<file path="src/hw/rtl/tlm_pkg.sv">
// shared constants and register codes for the two-lane merge scheduler
package tlm_pkg;
	localparam int unsigned MAX_PER_LANE_DEF = 32;
	localparam int unsigned HW_W = 20;
	localparam int unsigned TIME_W = 32;
	localparam int unsigned ID_W = 16;
	localparam int unsigned PADDR_W = 3;
	localparam logic REG_HW_SAME = 1'b0;
	localparam logic REG_HW_CROSS = 1'b1;
	localparam logic [HW_W-1:0] HW_SAME_RST = 20'd131072;
	localparam logic [HW_W-1:0] HW_CROSS_RST = 20'd196608;
	localparam logic [TIME_W-1:0] SAT_MAX = '1;
endpackage

</file>
<file path="src/hw/rtl/tlm_cand.sv">
// one predecessor candidate: pass time and accumulated delay
module tlm_cand import tlm_pkg::*; (
	input  logic [TIME_W-1:0] prev_time,
	input  logic [TIME_W-1:0] prev_delay,
	input  logic [HW_W-1:0]   headway,
	input  logic [TIME_W-1:0] tmin,
	output logic [TIME_W-1:0] t,
	output logic [TIME_W-1:0] d
);
	logic [TIME_W:0] ready_sum;
	logic [TIME_W-1:0] ready;
	logic [TIME_W:0] delay_sum;

	always_comb begin
		ready_sum = {1'b0, prev_time} + {{(TIME_W+1-HW_W){1'b0}}, headway};
		ready = ready_sum[TIME_W] ? SAT_MAX : ready_sum[TIME_W-1:0];
		t = (ready > tmin) ? ready : tmin;
		delay_sum = {1'b0, prev_delay} + {1'b0, t - tmin};
		d = delay_sum[TIME_W] ? SAT_MAX : delay_sum[TIME_W-1:0];
	end
endmodule

</file>
<file path="config.mk">
export PLATFORM = sky130hd
export DESIGN_NAME = tlm_cand
export DESIGN_NICKNAME = d
export VERILOG_FILES = /design/src/hw/rtl/tlm_pkg.sv /design/src/hw/rtl/tlm_cand.sv
export SDC_FILE = /design/constraint.sdc
export NUM_CORES = 1
export LEC_CHECK = 0
export BUFFER_PORTS_ARGS = -buffer_cell sky130_fd_sc_hd__buf_2
export CAP_MARGIN = 10
export CORE_MARGIN = 1
export CORE_UTILIZATION = 50
export DETAILED_ROUTE_END_ITERATION = 8
export PLACE_DENSITY_LB_ADDON = 0.05
export SETUP_SLACK_MARGIN = 0.3
export SLEW_MARGIN = 10
export SYNTH_ARGS = -nofsm -noshare
export SYNTH_HDL_FRONTEND = slang
export SYNTH_SLANG_ARGS = --single-unit
export TNS_END_PERCENT = 20
</file>
<file path="constraint.sdc">
create_clock -name vclk -period 9.1
set_input_delay 0.91 -clock vclk [all_inputs]
set_output_delay 0.91 -clock vclk [all_outputs]
set_load 0.01 [all_outputs]
</file>
==> out/summary.txt <==
Status: finished with violations
Failing checks: setup timing
Syn-to-layout area delta: 76.4%
Leakage: 5.12 nW
PortBufs: 180
Slew Limit Fails: 0
I/O pin cnt: 180
Worst-margin pin slew: 0.633 ns
Buf+Inv Stages, Crit Path: 8
Crit. Startpoint: headway[0]
Die W: 109 um
Via count of the first global-routing pass: 7661
Worst IR Drop VDD: 0.000364 V
Cell Rows: 38
Final hold violation count: 0
Max Clk Rate: 0.0993 GHz
Total grt overflow: 0
Hold Crit Class: primary input to primary output
Gate power share: 1.000
Required time of the critical path: 8.19 ns
Core area: 11000 um2
PnR worst setup slack: -0.967 ns
Vias: 9140
Initial antenna violation count: 0
Crit end category: primary output
Overall routing resource usage: 0.360
Mapped Avg Cell Area: 7.00 um2
DRC: 0
Vias per cell: 6.55
Slowest CP cell: a21oi_1
Diodes inserted: 0
Initial Util: 0.522
Final core utilization: 0.921
Top cell type's share of synthesized area: 0.256
Synthesized cell area: 5760 um2
Seq_cells: 0
Dpl ws: -0.497 ns
Worst Path Arrival: 9.16 ns
Cells after synthesis: 823
DP HPWL: 16.0 mm
Worst-path fanout max: 9
Router iterations before antenna repair: 5
WS Path Type: primary input to primary output
Synth cell count leaders: ha_1, a21oi_1, nand2_1
CP Launch Type: primary input
Levels on crit path: 38
Leading area contributor after synthesis: ha_1
Number of synthesis warnings: 0
RSZ-0062 raised after global routing: true
Die span in y: 109 um
Worst Setup EP: d[0]
Most frequent cell after synthesis: ha_1
Largest net degree at the start of global routing: 23
Reg power frac: 0
Antenna viol nets, final: 0
Register area: 0 um2
Routability cong.: 0.910
Finish-stage setup viols: 32
Sw frac: 0.501
Period utilisation layout: 1.11
Worst path top cell family by delay: compound AO/OA/AOI/OAI gates
Largest stage delay on the critical path: 0.52 ns
Hold_buf cts: 0
Synth cell types: 61
WL/cell: 21.4 um
Clk_buf instances: 0
WL final: 29.9 mm
Clock power share: 0
Sw Pwr: 1.18 mW
Layout cells sized above 1: 0.504
Synth top area cells: ha_1, a21oi_1, xnor2_1, a21o_1, nand2_1
DR iter-0 viols: 1091
Max-Cap Viols: 0
First-pass GRT wire length: 35.2 mm
Final worst path period need: 10.07 ns
Register area share after synthesis: 0
Die Footprint: 11900 um2
P_int: 1.18 mW
Synth Net Count: 1060
Worst slew margin: 0.567
Final nets: 1494
Power Dens Cells: 233 nW/um2
-- layer usage --
layer | share of wire | track usage | vias up
met5 | 0 | 0 | -
met2 | 0.47 | 0.646 | 790
met1 | 0.35 | 0.457 | 4138
met4 | 0.090 | 0.115 | 0
met3 | 0.090 | 0.0219 | 285
li1 | - | - | 3927
-- power groups by stage --
stage	logic [mW]	registers, mW	clock network [mW]
2_1_floorplan	1.07	0	0
3_3_place_gp	1.73	0	0
3_5_place_dp	1.76	0	0
4_1_cts	1.89	0	0
5_1_grt	2.53	0	0
6_report	2.36	0	0
-- cell type report --
cell class	instances	area (um2)
repair buffers	448	3180
multi-input cells	757	6610
inverters	50	188
fillers	458	876
well taps	140	175
-- worst min path at each step --
stage | startpoint | endpoint | slack, ns | cells past startpoint
after floorplan | tmin[1] | t[1] | 1.95 | 2
after global placement | tmin[26] | t[26] | 2.18 | 3
after detailed placement | tmin[26] | t[26] | 2.18 | 3
after CTS | tmin[26] | t[26] | 2.18 | 3
after global routing | tmin[24] | t[24] | 2.21 | 3
final | tmin[24] | t[24] | 2.21 | 3
-- stage by stage --
| stage | instances | setup TNS, ns | hold WS, ns | power [mW] | instance area (um2) |
|---|---|---|---|---|---|
| after global placement | 1343 | -7.77 | 2.18 | 1.73 | 8680 |
| after floorplan | 823 | 0 | 1.95 | 1.07 | 6110 |
| after global routing | 1395 | -34.83 | 2.21 | 2.53 | 10200 |
| after CTS | 1377 | -3.75 | 2.18 | 1.89 | 9390 |
| final | 1395 | -28.57 | 2.21 | 2.36 | 10200 |
| after detailed placement | 1343 | -11.98 | 2.18 | 1.76 | 8680 |
-- what timing repair did --
action,4_1_cts,5_1_grt
setup buffers,30,16
endpoints found under the setup margin,32,32
cloned,4,2
gates resized for setup,67,121
pin swaps,26,91
-- placed cells by master, fill, tap and decap left out, types with 17 or more instances in the layout --
cell type and instances:
nand2_1 66, a21o_1 43, buf_4 253, nand4_1 17, o21ai_1 17, a21oi_1 66
buf_2 161, buf_6 26, ha_4 22, a21oi_2 19, ha_1 94, o21ai_0 30
xor2_1 28, xnor2_1 34, nor2_1 46, inv_1 48
-- cell families (layout without fill, tap and decap cells) --
family | after synthesis | count (layout) | synth area share
AOI/OAI and AO/OA | 296 | 296 | 0.334
xor gates and xnor gates | 69 | 69 | 0.105
adders and majority gates | 121 | 121 | 0.267
buffers and inverters | 68 | 498 | 0.0450
muxes | 21 | 21 | 0.0404
and+or+nand+nor | 248 | 250 | 0.209
No activity file was read; power rests on OpenSTA's default activity.
